`src/hw/rtl/dst_pkg.sv`:
```
// ----------------------------------------------------------------------------
// dst_pkg: shared types and constants of the duration statistics table
// Field widths, operation codes, the table entry layout and divider status.
// ----------------------------------------------------------------------------
package dst_pkg;

  localparam int OP_W  = 2;
  localparam int ID_W  = 8;
  localparam int TICK_W = 32;

  localparam logic [OP_W-1:0] OP_START = 2'd0;
  localparam logic [OP_W-1:0] OP_END   = 2'd1;
  localparam logic [OP_W-1:0] OP_QUERY = 2'd2;

  localparam logic STATUS_OK  = 1'b0;
  localparam logic STATUS_BAD = 1'b1;

  // one table row
  typedef struct packed {
    logic [TICK_W-1:0] start_stamp;
    logic [TICK_W-1:0] total_ticks;
    logic [TICK_W-1:0] done_count;
    logic [TICK_W-1:0] least_ticks;
    logic [TICK_W-1:0] most_ticks;
  } entry_t;

  typedef struct packed {
    logic busy;
    logic done;
  } div_stat_t;

endpackage

```
`src/hw/rtl/dst_in_if.sv`:
```
// ----------------------------------------------------------------------------
// dst_in_if: request channel of the duration statistics table
// Carries one operation word: operation, metric number and timer value.
// ----------------------------------------------------------------------------
interface dst_in_if;
  import dst_pkg::*;

  logic              valid;
  logic              ready;
  logic [OP_W-1:0]   operation;
  logic [ID_W-1:0]   metric_num;
  logic [TICK_W-1:0] now_ticks;

  modport source (output valid, output operation, output metric_num, output now_ticks,
                  input ready);
  modport sink   (input valid, input operation, input metric_num, input now_ticks,
                  output ready);
endinterface

```
`src/hw/rtl/dst_out_if.sv`:
```
// ----------------------------------------------------------------------------
// dst_out_if: result channel of the duration statistics table
// Carries one statistics word per request.
// ----------------------------------------------------------------------------
interface dst_out_if;
  import dst_pkg::*;

  logic              valid;
  logic              ready;
  logic              status;
  logic [TICK_W-1:0] mean_duration;
  logic [TICK_W-1:0] min_duration;
  logic [TICK_W-1:0] max_duration;
  logic [TICK_W-1:0] measure_count;

  modport source (output valid, output status, output mean_duration, output min_duration,
                  output max_duration, output measure_count, input ready);
  modport sink   (input valid, input status, input mean_duration, input min_duration,
                  input max_duration, input measure_count, output ready);
endinterface

```
`src/hw/rtl/dst_div.sv`:
```
// ----------------------------------------------------------------------------
// dst_div: radix-2 restoring unsigned divider
// One quotient bit per cycle; done pulses in the cycle after the last step.
// ----------------------------------------------------------------------------
module dst_div (
  input  logic                      clk,
  input  logic                      rst_n,
  input  logic                      start,
  input  logic [dst_pkg::TICK_W-1:0] dividend,
  input  logic [dst_pkg::TICK_W-1:0] divisor,
  output logic [dst_pkg::TICK_W-1:0] quotient,
  output dst_pkg::div_stat_t         stat
);
  import dst_pkg::*;

  localparam int CNT_W = $clog2(TICK_W);
  localparam logic [CNT_W-1:0] LAST_STEP = CNT_W'(TICK_W - 1);

  logic                busy_r, busy_nxt;
  logic                done_r, done_nxt;
  logic [CNT_W-1:0]    cnt_r, cnt_nxt;
  logic [TICK_W-1:0]   rem_r, rem_nxt;
  logic [TICK_W-1:0]   quo_r, quo_nxt;
  logic [TICK_W-1:0]   dsr_r, dsr_nxt;
  logic [TICK_W:0]     trial;

  // shift in the next dividend bit and try a subtract
  assign trial = {rem_r, quo_r[TICK_W-1]} - {1'b0, dsr_r};

  always_comb begin
    busy_nxt = busy_r;
    done_nxt = 1'b0;
    cnt_nxt  = cnt_r;
    rem_nxt  = rem_r;
    quo_nxt  = quo_r;
    dsr_nxt  = dsr_r;
    if (start) begin
      busy_nxt = 1'b1;
      cnt_nxt  = '0;
      rem_nxt  = '0;
      quo_nxt  = dividend;
      dsr_nxt  = divisor;
    end else if (busy_r) begin
      if (!trial[TICK_W]) begin
        rem_nxt = trial[TICK_W-1:0];
        quo_nxt = {quo_r[TICK_W-2:0], 1'b1};
      end else begin
        rem_nxt = {rem_r[TICK_W-2:0], quo_r[TICK_W-1]};
        quo_nxt = {quo_r[TICK_W-2:0], 1'b0};
      end
      cnt_nxt = cnt_r + 1'b1;
      if (cnt_r == LAST_STEP) begin
        busy_nxt = 1'b0;
        done_nxt = 1'b1;
      end
    end
  end

  always_ff @(posedge clk) begin
    if (!rst_n) begin
      busy_r <= 1'b0;
      done_r <= 1'b0;
      cnt_r  <= '0;
    end else begin
      busy_r <= busy_nxt;
      done_r <= done_nxt;
      cnt_r  <= cnt_nxt;
    end
  end

  always_ff @(posedge clk) begin
    rem_r <= rem_nxt;
    quo_r <= quo_nxt;
    dsr_r <= dsr_nxt;
  end

  assign quotient  = quo_r;
  assign stat.busy = busy_r;
  assign stat.done = done_r;

endmodule

```
`src/hw/rtl/duration_stats_table.sv`:
```
// ----------------------------------------------------------------------------
// duration_stats_table: per-metric start/end duration statistics
// ----------------------------------------------------------------------------
// Requests arrive on in_ch (valid/ready); each word names an operation
// (start, end, query), a metric number and the current timer value. Every
// request returns exactly one word on out_ch with status, mean, min, max and
// count of the metric as they stand after the request.
// One request is handled at a time; in_ch.ready is high only while idle.
// Each request passes through idle, the duration step (ST_DUR) on the
// registered table read, the row update (ST_UPD), the 32-step divider for
// the mean (ST_DIV) and the result push (ST_PUSH). The divider is skipped
// when the metric has no measurements, and an out-of-range metric goes from
// idle straight to the result push. The result waits in an output register;
// a new request can be taken while it waits, and a finished result stalls
// only until that register frees.
// Reset clears per-row valid bits, so all rows read as zero at once; no
// clearing pass is needed.
// ----------------------------------------------------------------------------
module duration_stats_table #(
  parameter int NUM_METRICS = 16
) (
  input  logic      clk,
  input  logic      rst_n,
  dst_in_if.sink    in_ch,
  dst_out_if.source out_ch
);
  import dst_pkg::*;

  localparam int IDX_W = (NUM_METRICS > 1) ? $clog2(NUM_METRICS) : 1;
  localparam logic [ID_W:0] ID_LIMIT = (ID_W+1)'(NUM_METRICS);

  typedef enum logic [4:0] {
    ST_IDLE = 5'b00001,
    ST_DUR  = 5'b00010,
    ST_UPD  = 5'b00100,
    ST_DIV  = 5'b01000,
    ST_PUSH = 5'b10000
  } state_t;

  state_t state_r, state_nxt;

  // table memory plus reset-cleared row valid bits
  entry_t              mem [NUM_METRICS];
  logic [NUM_METRICS-1:0] row_vld_r;
  entry_t              rd_data_r;
  logic                rd_vld_r;
  logic [IDX_W-1:0]    rd_addr;

  // request latch
  logic [OP_W-1:0]     op_r;
  logic [IDX_W-1:0]    idx_r;
  logic [TICK_W-1:0]   now_r;

  // working registers
  entry_t              ent_r, ent_nxt;
  logic [TICK_W-1:0]   dur_r;
  logic                bad_r, bad_nxt;
  logic [TICK_W-1:0]   mean_r, mean_nxt;

  // output register
  logic                out_valid_r, out_valid_nxt;
  logic                o_status_r;
  logic [TICK_W-1:0]   o_mean_r, o_min_r, o_max_r, o_cnt_r;

  logic                in_take;
  logic                id_ok;
  logic                out_free;
  logic                mem_we;
  logic                div_start;
  logic [TICK_W-1:0]   div_quo;
  div_stat_t           div_stat;

  assign id_ok    = ({1'b0, in_ch.metric_num} < ID_LIMIT);
  assign in_take  = in_ch.valid && in_ch.ready;
  assign out_free = !out_valid_r || out_ch.ready;
  assign rd_addr  = in_ch.metric_num[IDX_W-1:0];

  assign in_ch.ready = rst_n && (state_r == ST_IDLE);

  // read-modify of the latched row
  always_comb begin
    ent_nxt = ent_r;
    case (op_r)
      OP_START: ent_nxt.start_stamp = now_r;
      OP_END: begin
        ent_nxt.total_ticks = ent_r.total_ticks + dur_r;
        ent_nxt.done_count  = ent_r.done_count + 1'b1;
        if (ent_r.done_count == '0) begin
          // first measurement after reset or count wrap
          ent_nxt.least_ticks = dur_r;
          ent_nxt.most_ticks  = dur_r;
        end else begin
          if (dur_r < ent_r.least_ticks) ent_nxt.least_ticks = dur_r;
          if (dur_r > ent_r.most_ticks)  ent_nxt.most_ticks  = dur_r;
        end
      end
      default: ent_nxt = ent_r;
    endcase
  end

  assign mem_we    = (state_r == ST_UPD) && ((op_r == OP_START) || (op_r == OP_END));
  assign div_start = (state_r == ST_UPD) && (ent_nxt.done_count != '0);

  always_comb begin
    state_nxt     = state_r;
    bad_nxt       = bad_r;
    mean_nxt      = mean_r;
    out_valid_nxt = out_valid_r && !out_ch.ready;
    unique case (state_r)
      ST_IDLE: begin
        if (in_take) begin
          bad_nxt  = !id_ok;
          mean_nxt = '0;
          state_nxt = id_ok ? ST_DUR : ST_PUSH;
        end
      end
      ST_DUR: state_nxt = ST_UPD;
      ST_UPD: state_nxt = div_start ? ST_DIV : ST_PUSH;
      ST_DIV: begin
        if (div_stat.done) begin
          mean_nxt  = div_quo;
          state_nxt = ST_PUSH;
        end
      end
      ST_PUSH: begin
        if (out_free) begin
          out_valid_nxt = 1'b1;
          state_nxt     = ST_IDLE;
        end
      end
      default: state_nxt = ST_IDLE;
    endcase
  end

  always_ff @(posedge clk) begin
    if (!rst_n) begin
      state_r     <= ST_IDLE;
      out_valid_r <= 1'b0;
      row_vld_r   <= '0;
    end else begin
      state_r     <= state_nxt;
      out_valid_r <= out_valid_nxt;
      if (mem_we) row_vld_r[idx_r] <= 1'b1;
    end
  end

  // synchronous memory: one read, one write port
  always_ff @(posedge clk) begin
    rd_data_r <= mem[rd_addr];
    rd_vld_r  <= row_vld_r[rd_addr];
    if (mem_we) mem[idx_r] <= ent_nxt;
  end

  always_ff @(posedge clk) begin
    bad_r  <= bad_nxt;
    mean_r <= mean_nxt;
    if (in_take) begin
      op_r  <= in_ch.operation;
      idx_r <= rd_addr;
      now_r <= in_ch.now_ticks;
    end
    if (state_r == ST_DUR) begin
      ent_r <= rd_vld_r ? rd_data_r : '0;
      dur_r <= now_r - (rd_vld_r ? rd_data_r.start_stamp : '0);
    end
    if (state_r == ST_UPD) ent_r <= ent_nxt;
    if ((state_r == ST_PUSH) && out_free) begin
      o_status_r <= bad_r ? STATUS_BAD : STATUS_OK;
      o_mean_r   <= bad_r ? '0 : mean_r;
      o_min_r    <= bad_r ? '0 : ent_r.least_ticks;
      o_max_r    <= bad_r ? '0 : ent_r.most_ticks;
      o_cnt_r    <= bad_r ? '0 : ent_r.done_count;
    end
  end

  dst_div u_div (
    .clk      (clk),
    .rst_n    (rst_n),
    .start    (div_start),
    .dividend (ent_nxt.total_ticks),
    .divisor  (ent_nxt.done_count),
    .quotient (div_quo),
    .stat     (div_stat)
  );

  assign out_ch.valid         = out_valid_r;
  assign out_ch.status        = o_status_r;
  assign out_ch.mean_duration = o_mean_r;
  assign out_ch.min_duration  = o_min_r;
  assign out_ch.max_duration  = o_max_r;
  assign out_ch.measure_count = o_cnt_r;

  a_div_done_in_div: assert property (@(posedge clk) disable iff (!rst_n)
    div_stat.done |-> (state_r == ST_DIV))
    else $error("divider finished outside the divide state");

  a_bad_id_direct: assert property (@(posedge clk) disable iff (!rst_n)
    (in_take && !id_ok) |=> (state_r == ST_PUSH))
    else $error("out-of-range metric did not go straight to result");

  a_push_loads_out: assert property (@(posedge clk) disable iff (!rst_n)
    ((state_r == ST_PUSH) && out_free) |=> (out_valid_r && (state_r == ST_IDLE)))
    else $error("result not loaded into output register");

  a_upd_single: assert property (@(posedge clk) disable iff (!rst_n)
    (state_r == ST_UPD) |=> ((state_r == ST_DIV) || (state_r == ST_PUSH)))
    else $error("update step did not hand off to divide or result");

  a_div_idle_when_ready: assert property (@(posedge clk) disable iff (!rst_n)
    in_ch.ready |-> !div_stat.busy)
    else $error("divider busy while accepting a request");

endmodule

```
`src/flat_wrapper.sv`:
```
// flat-port wrapper written by rule: the top's interface ports become plain ports
module duration_stats_table_flat import dst_pkg::*;
#(
  parameter int NUM_METRICS = 16
)
  (clk, rst_n, in_ch_valid, in_ch_operation, in_ch_metric_num, in_ch_now_ticks, in_ch_ready, out_ch_valid, out_ch_status, out_ch_mean_duration, out_ch_min_duration, out_ch_max_duration, out_ch_measure_count, out_ch_ready);
  dst_in_if in_ch_i ();
  dst_out_if out_ch_i ();
  input  logic clk;
  input  logic rst_n;
  input wire logic [$bits(in_ch_i.valid)-1:0] in_ch_valid;
  input wire logic [$bits(in_ch_i.operation)-1:0] in_ch_operation;
  input wire logic [$bits(in_ch_i.metric_num)-1:0] in_ch_metric_num;
  input wire logic [$bits(in_ch_i.now_ticks)-1:0] in_ch_now_ticks;
  output wire logic [$bits(in_ch_i.ready)-1:0] in_ch_ready;
  output wire logic [$bits(out_ch_i.valid)-1:0] out_ch_valid;
  output wire logic [$bits(out_ch_i.status)-1:0] out_ch_status;
  output wire logic [$bits(out_ch_i.mean_duration)-1:0] out_ch_mean_duration;
  output wire logic [$bits(out_ch_i.min_duration)-1:0] out_ch_min_duration;
  output wire logic [$bits(out_ch_i.max_duration)-1:0] out_ch_max_duration;
  output wire logic [$bits(out_ch_i.measure_count)-1:0] out_ch_measure_count;
  input wire logic [$bits(out_ch_i.ready)-1:0] out_ch_ready;
  assign in_ch_i.valid = in_ch_valid;
  assign in_ch_i.operation = in_ch_operation;
  assign in_ch_i.metric_num = in_ch_metric_num;
  assign in_ch_i.now_ticks = in_ch_now_ticks;
  assign in_ch_ready = in_ch_i.ready;
  assign out_ch_valid = out_ch_i.valid;
  assign out_ch_status = out_ch_i.status;
  assign out_ch_mean_duration = out_ch_i.mean_duration;
  assign out_ch_min_duration = out_ch_i.min_duration;
  assign out_ch_max_duration = out_ch_i.max_duration;
  assign out_ch_measure_count = out_ch_i.measure_count;
  assign out_ch_i.ready = out_ch_ready;
  duration_stats_table #(.NUM_METRICS(NUM_METRICS)) u_core (.clk(clk), .rst_n(rst_n), .in_ch(in_ch_i), .out_ch(out_ch_i));
endmodule
```
`config.mk`:
```
export PLATFORM = sky130hd
export DESIGN_NAME = duration_stats_table_flat
export DESIGN_NICKNAME = d
export VERILOG_FILES = /design/src/hw/rtl/dst_pkg.sv /design/src/hw/rtl/dst_in_if.sv /design/src/hw/rtl/dst_out_if.sv /design/src/hw/rtl/dst_div.sv /design/src/hw/rtl/duration_stats_table.sv /design/src/flat_wrapper.sv
export SDC_FILE = /design/constraint.sdc
export NUM_CORES = 2
export LEC_CHECK = 0
export ABC_AREA = 0
export BUFFER_PORTS_ARGS = -buffer_cell sky130_fd_sc_hd__clkbuf_2
export CORE_AREA = 2 2 685 346
export CTS_CLUSTER_DIAMETER = 80
export DETAILED_ROUTE_END_ITERATION = 10
export DIE_AREA = 0 0 687 348
export PLACE_DENSITY = 0.67
export SETUP_SLACK_MARGIN = 0.5
export SLEW_MARGIN = 20
export SYNTH_ARGS = -nofsm -noshare
export SYNTH_HDL_FRONTEND = slang
export SYNTH_SLANG_ARGS = --single-unit
```
`constraint.sdc`:
```
create_clock -name clk -period 14.6 [get_ports clk]
set_input_delay 1.46 -clock clk [delete_from_list [all_inputs] [get_ports clk]]
set_output_delay 1.46 -clock clk [all_outputs]
set_load 0.05 [all_outputs]
```
Word level (Yosys, flattened, before mapping)
Memories as Yosys holds them, arrays and structs flattened. A register that Yosys moved wholly into a read port is not among the register bits.
Index checks and enable logic that the tools add are counted.
{"block": "totals", "mem_count": 1, "elab_cells": 109, "out_inout_bits": 131, "mem_bits_rw": 2560, "input_bits": 46, "reg_bits": 518}
{"block": "classes", "n_eq_ne": 10, "add_sub_neg": 5, "muxes": 35, "order_cmp": 6, "n_reduce_logical": 23, "bitwise_logic": 3}
{"name": "u_core.mem", "depth": 16, "word_bits": 160, "rd": 1, "rd_clocked_by_memory_dff": 1, "wr": 1, "line": "duration_stats_table.sv:43", "source": "entry_t mem [NUM_METRICS];"}
{"cell": "two-way mux 160 bit", "count": 3}
{"cell": "two-way mux 32 bit", "count": 9}
{"cell": "two-way mux 128 bit", "count": 1}
{"cell": "two-way mux 64 bit", "count": 1}
{"cell": "one-hot mux 32 bit (2 select lines)", "count": 1}
{"cell": "subtractor 33 x 32 -> 33 bit", "count": 1}
{"cell": "adder 32 x 1 -> 32 bit, second input constant", "count": 1}
{"cell": "adder 32 bit", "count": 1}
{"cell": "greater-than comparator 32 bit", "count": 1}
{"cell": "logical NOT 32 bit", "count": 1}
{"cell": "less-than comparator 32 bit", "count": 1}
{"cell": "nonzero test 32 bit", "count": 1}
{"cell": "subtractor 32 bit", "count": 1}
{"cell": "two-way mux 5 bit", "count": 5}
{"cell": "one-hot mux 5 bit (5 select lines)", "count": 1}
{"cell": "OR 16 bit", "count": 1}
{"cell": "two-way mux 1 bit", "count": 12}
{"cell": "equality test 5 bit, second input constant", "count": 2}
{"cell": "less-than comparator 4 x 5 -> 1 bit, second input constant", "count": 2}
{"cell": "less-than comparator 8 x 5 -> 1 bit, second input constant", "count": 1}
{"cell": "logical AND 1 bit", "count": 7}
{"cell": "AND reduction 3 bit", "count": 2}
{"cell": "nonzero test 2 bit", "count": 3}
{"cell": "adder 5 x 1 -> 5 bit, second input constant", "count": 1}
{"cell": "17 further kinds", "count": 22}

Logic depth before layout (Yosys ltp)
{"block": "depth", "ltp_word": 8, "ltp_mapped": 15, "mapped_depth_nobuf": 13}

Hierarchy
A second synthesis with hierarchy kept.
{"block": "hier_totals", "hier_cells": 6394, "area_unflattened_um2": 127895.2}
{"module": "duration_stats_table", "cells_each": 5862, "n_inst": 1, "seq_area_each_um2": 92308.5, "area_each_um2": 122162.2}
{"module": "dst_div", "cells_each": 532, "n_inst": 1, "seq_area_each_um2": 2702.6, "area_each_um2": 5733.0}

Worst setup path before layout
OpenSTA, ideal clock, no wires.
{"block": "synth_path", "path_type": "flip-flop to flip-flop", "startpoint": "register u_core.state_r[1]", "endpoint": "memory u_core.mem[0][0] in the netlist's numbering (enable)", "setup_ps": 878, "path_buffers": 0, "stages_incl_launch_ff": 6, "required_ps": 13722, "t_arrival_ps": 11798, "period_less_slack_ps": 12676, "slack_ps": 1924, "cell_sequence": "dfxtp_1 nor2_1 nand3_1 nor3_1 nand2b_1 nor3_1"}
{"block": "synth_via", "elab_chain_len": 4}
{"item": "from (decl)", "line": "duration_stats_table.sv:40", "source": "state_t state_r, state_nxt;"}
{"item": "from (signal assigned)", "line": "duration_stats_table.sv:141", "source": "state_r <= state_nxt;"}
{"item": "equality test 5 x 3 -> 1 bit", "line": "duration_stats_table.sv:101", "source": "assign mem_we = (state_r == ST_UPD) && ((op_r == OP_START) || (op_r == OP_END));"}
{"item": "logical AND 1 bit", "line": "duration_stats_table.sv:101"}
{"item": "two-way mux 1 bit", "line": "duration_stats_table.sv:151", "source": "if (mem_we) mem[idx_r] <= ent_nxt;"}
{"item": "two-way mux 1 bit (not written as such)", "line": "duration_stats_table.sv:151"}
{"item": "to (decl)", "line": "duration_stats_table.sv:43"}
No other way between the ends.

Worst setup path in the final report
{"block": "layout_path", "startpoint": "register u_core.state_r[1]", "endpoint": "memory u_core.mem[6][18] in the netlist's numbering (enable)"}
The elaborated chain is that of the path after synthesis.

==> summary.log <==
[clocking] Resize count post-CTS 0
[timing] post-route minimum period 5.07 ns
[synth] post-synthesis net count 6,658
[synth] ys flop type sky130_fd_sc_hd__edfxtp_1
[timing] unrepaired setup endpoints after global routing no
[clocking] number of H-tree levels 5
[worst_setup_path] worst setup path class reg -> reg
[timing] Fmax 197 MHz
[flow_run] Max-cap violations 0
[worst_hold_path] Worst Hold Endpoint u_core.row_vld_r[2]
[worst_setup_path] worst reg-to-reg path cell count 8
[pwr] highest ir drop seen on vdd 0.101 mV
[timing] Tcrit/Tclk final 0.347
[clocking] TritonCTS buffer count 282
[global_route] first-pass GRT wire length 468,000 µm
[timing] total setup violations reported at the end of the flow 0
[global_route] pin count of the biggest net entering global routing 114
[clocking] latest clock arrival within the worst-skew pair 0.88 ns
[clocking] TritonCTS clock tree yes
[synth] post-synthesis cell count 6,448
[global_route] vias in the first global route 63,800
[timing] fin worst setup slack 9.53 ns
[pwr] power consumption 18.6 mW
[synth] Synth Warn # 0
[timing] maximum clock skew at final layout 0.0488 ns
[route] Final ANT Viol Nets 0
[place] placer congestion estimate 0.882
[place] detailed placement HPWL 180,000 µm
[die] Placement Rows 126
[pwr] Power per Cell Area 131 mW/mm²
[clocking] Reg clk slew, reported paths 0.07 ns
[synth] netlist area before placement 0.128 mm²
[route] number of iterations in the first detailed-routing pass 5
[worst_setup_path] CP startpoint u_core.state_r[1]
[place] Setup WS pre-CTS 9.38 ns
[die] Std-Cell Core Area 0.234 mm²
[place] cell area reported after detailed placement 0.133 mm²
[worst_setup_path] register-to-register path setup slack 9.53 ns
[clocking] buffer levels on the longest clock path 4
[finish] signed area change from the synthesized netlist to the final layout 11.2%
[worst_hold_path] hold crit path type reg -> reg
[die] Die H 348 µm
[place] number of input and output port buffers inserted 176
[outcome] result of the run complete, no violations
[finish] number of nets in the layout 6,960
[timing] final max-slew violation count 0
[worst_setup_path] arrival time at the worst endpoint 5.53 ns
[clocking] Clk Tree Root Cell sky130_fd_sc_hd__clkbuf_16
[timing] Final Hold Viols 0
[synth] sequential fraction of the synthesis area 0.744
[timing] relative max-transition margin 0.0886
[timing] Worst Hold Margin 0.464 ns
[synth] EDFF count, synth 3,016
[route] remaining design rule violation count 0
[global_route] grt total ovfl 0
[finish] final std cell area, no fill 0.142 mm²
[die] die width 687 µm
[finish] most used cells in the layout excluding fill and tap cells 3,016 x sky130_fd_sc_hd__edfxtp_1, 786 x sky130_fd_sc_hd__mux4_2, 296 x sky130_fd_sc_hd__clkbuf_16
[synth] number of synthesized register bits 3,238
[synth] Distinct cells, synth 78
[timing] slew at the pin closest to its max-slew limit 1.37 ns
[global_route] initial antenna violation count 19
[worst_setup_path] critical path peak fanout 45
[route] overall via count from detail_route 65,700
[worst_setup_path] capture instance of the worst register-to-register path u_core.mem[6][18]
[finish] Fillers 16,400
[die] I/O pin cnt 177
[worst_setup_path] Critical Path RT 15.06 ns
[worst_setup_path] Setup crit end kind flip-flop
[route] routed wire length per instance 32.4 µm
[die] area enclosed by the die boundary 0.239 mm²
[pwr] P_leak 47.3 nW
[route] Iter 0 DRT Violations 9,403
[clocking] number of buffers inserted for hold repair after clock tree synthesis 0
[clocking] number of post-CTS setup repair buffers 0
[synth] async set or reset register ratio after synthesis 0
[finish] leading cell type in the layout, fill and taps excluded sky130_fd_sc_hd__edfxtp_1
[place] number of placed instances with taps included 9,602
[global_route] global router's overall resource usage 0.274
[synth] Synth Area per Inst 19.8 µm²
[route] Total Routed Length 328,000 µm
[finish] layout cell share with drive strength beyond 1 0.239
[clocking] clock net sink count 3,238
[worst_hold_path] hold depth 1
[finish] fin cells 10,100
[route] average via count per standard cell 6.49
[worst_hold_path] HP Start u_core.row_vld_r[2]
[finish] Final Core Density 0.607
[worst_setup_path] r2r startpoint u_core.state_r[1]
[worst_setup_path] kind of start point of the critical path flip-flop
[die] effective utilization at floorplan 0.546
[timing] final sum of negative setup slack 0 ns
[synthesized netlist by cell type, types with 74 or more instances]
cell / n / share of area
sky130_fd_sc_hd__inv_1: 151 / 0.0044
sky130_fd_sc_hd__edfxtp_1: 3016 / 0.71
sky130_fd_sc_hd__ha_1: 161 / 0.016
sky130_fd_sc_hd__o21ai_0: 149 / 0.0058
sky130_fd_sc_hd__and3_1: 87 / 0.0043
sky130_fd_sc_hd__a21o_1: 135 / 0.0079
sky130_fd_sc_hd__nand2_1: 247 / 0.0073
sky130_fd_sc_hd__clkbuf_1: 223 / 0.0066
sky130_fd_sc_hd__a21oi_1: 148 / 0.0058
sky130_fd_sc_hd__mux4_2: 786 / 0.14
sky130_fd_sc_hd__mux2_2: 74 / 0.0065
sky130_fd_sc_hd__dfxtp_1: 222 / 0.035
sky130_fd_sc_hd__nor2b_1: 98 / 0.0048
sky130_fd_sc_hd__nand3_1: 83 / 0.0033
sky130_fd_sc_hd__nor2_1: 192 / 0.0056
[area by class of cell]
cell class / instances / area [µm²] / area share
Antenna cell: 6 / 15.0 / 0.000106
Clock buffer: 402 / 8010 / 0.0563
Clock inverter: 107 / 991 / 0.00697
Inverter: 152 / 573 / 0.00403
Multi-Input combinational cell: 2740 / 31300 / 0.220
Sequential cell: 3238 / 95000 / 0.669
Tap cell: 3136 / 3920 / 0.0276
Timing Repair Buffer: 336 / 2260 / 0.0159
[kinds of logic (layout without fill, tap and decap cells)]
kind of cell | after synthesis | after routing | synth area share
buffers and inverters | 470 | 997 | 0.0143
other | 0 | 6 | 0
flip-flops | 3238 | 3238 | 0.744
AO/OA/AOI/OAI | 621 | 621 | 0.0310
multiplexers | 938 | 938 | 0.152
XOR/XNOR | 121 | 121 | 0.00829
AND/OR/NAND/NOR | 896 | 896 | 0.0347
adder cells (fa/ha/maj) | 164 | 164 | 0.0162
[metal layers]
metal / global-route usage / share of wire / vias to the layer above
li1: - / - / 26800
met4: 0.0626 / 0.022 / 2
met1: 0.435 / 0.43 / 34800
met2: 0.391 / 0.44 / 3742
met5: 0 / 0.000058 / -
met3: 0.0614 / 0.11 / 427
[critical path: stages, from the launching register on]
cell and delay, ns:
sky130_fd_sc_hd__dfxtp_1 0.34, sky130_fd_sc_hd__nor2_1 0.24, sky130_fd_sc_hd__nand3_4 0.57, sky130_fd_sc_hd__nor2_1 0.37
sky130_fd_sc_hd__nand3b_1 0.34, sky130_fd_sc_hd__nor2_4 0.24, sky130_fd_sc_hd__buf_4 0.68, sky130_fd_sc_hd__buf_4 0.84
sky130_fd_sc_hd__buf_4 0.90
[how the worst max path moves through the flow]
stage,endpoint,slack (ns),cells past startpoint
floorplan,u_core.mem[0][0],1.92,5
global placement,u_core.rd_data_r[29],9.44,7
detailed placement,u_core.rd_data_r[55],9.38,5
CTS,u_core.mem[6][18],9.54,8
global route,u_core.mem[6][33],9.38,8
finish,u_core.mem[6][18],9.53,8
[registers in the layout (all words and copies together) (netlist names), 2 cells and up]
name                         cells
u_core.out_ch.mean_duration     32
u_core.mean_r                   32
u_core.state_r                   5
u_core.out_ch.min_duration      32
u_core.now_r                    32
u_core.out_ch.max_duration      32
u_core.dur_r                    32
u_core.row_vld_r                16
u_core.u_div.rem_r              32
u_core.u_div.dsr_r              32
u_core.rd_data_r               160
u_core.u_div.cnt_r               5
u_core.mem                    2560
u_core.op_r                      2
u_core.idx_r                     4
u_core.out_ch.measure_count     32
u_core.ent_r                   160
u_core.u_div.quotient           32
[power by group]
part	switching, mW	internal, mW	total (mW)
clock network	3.34	4.13	7.47
registers	0.0758	10.2	10.2
logic	0.535	0.389	0.924
total	3.95	14.7	18.6
(Power assumes the default switching activity.)
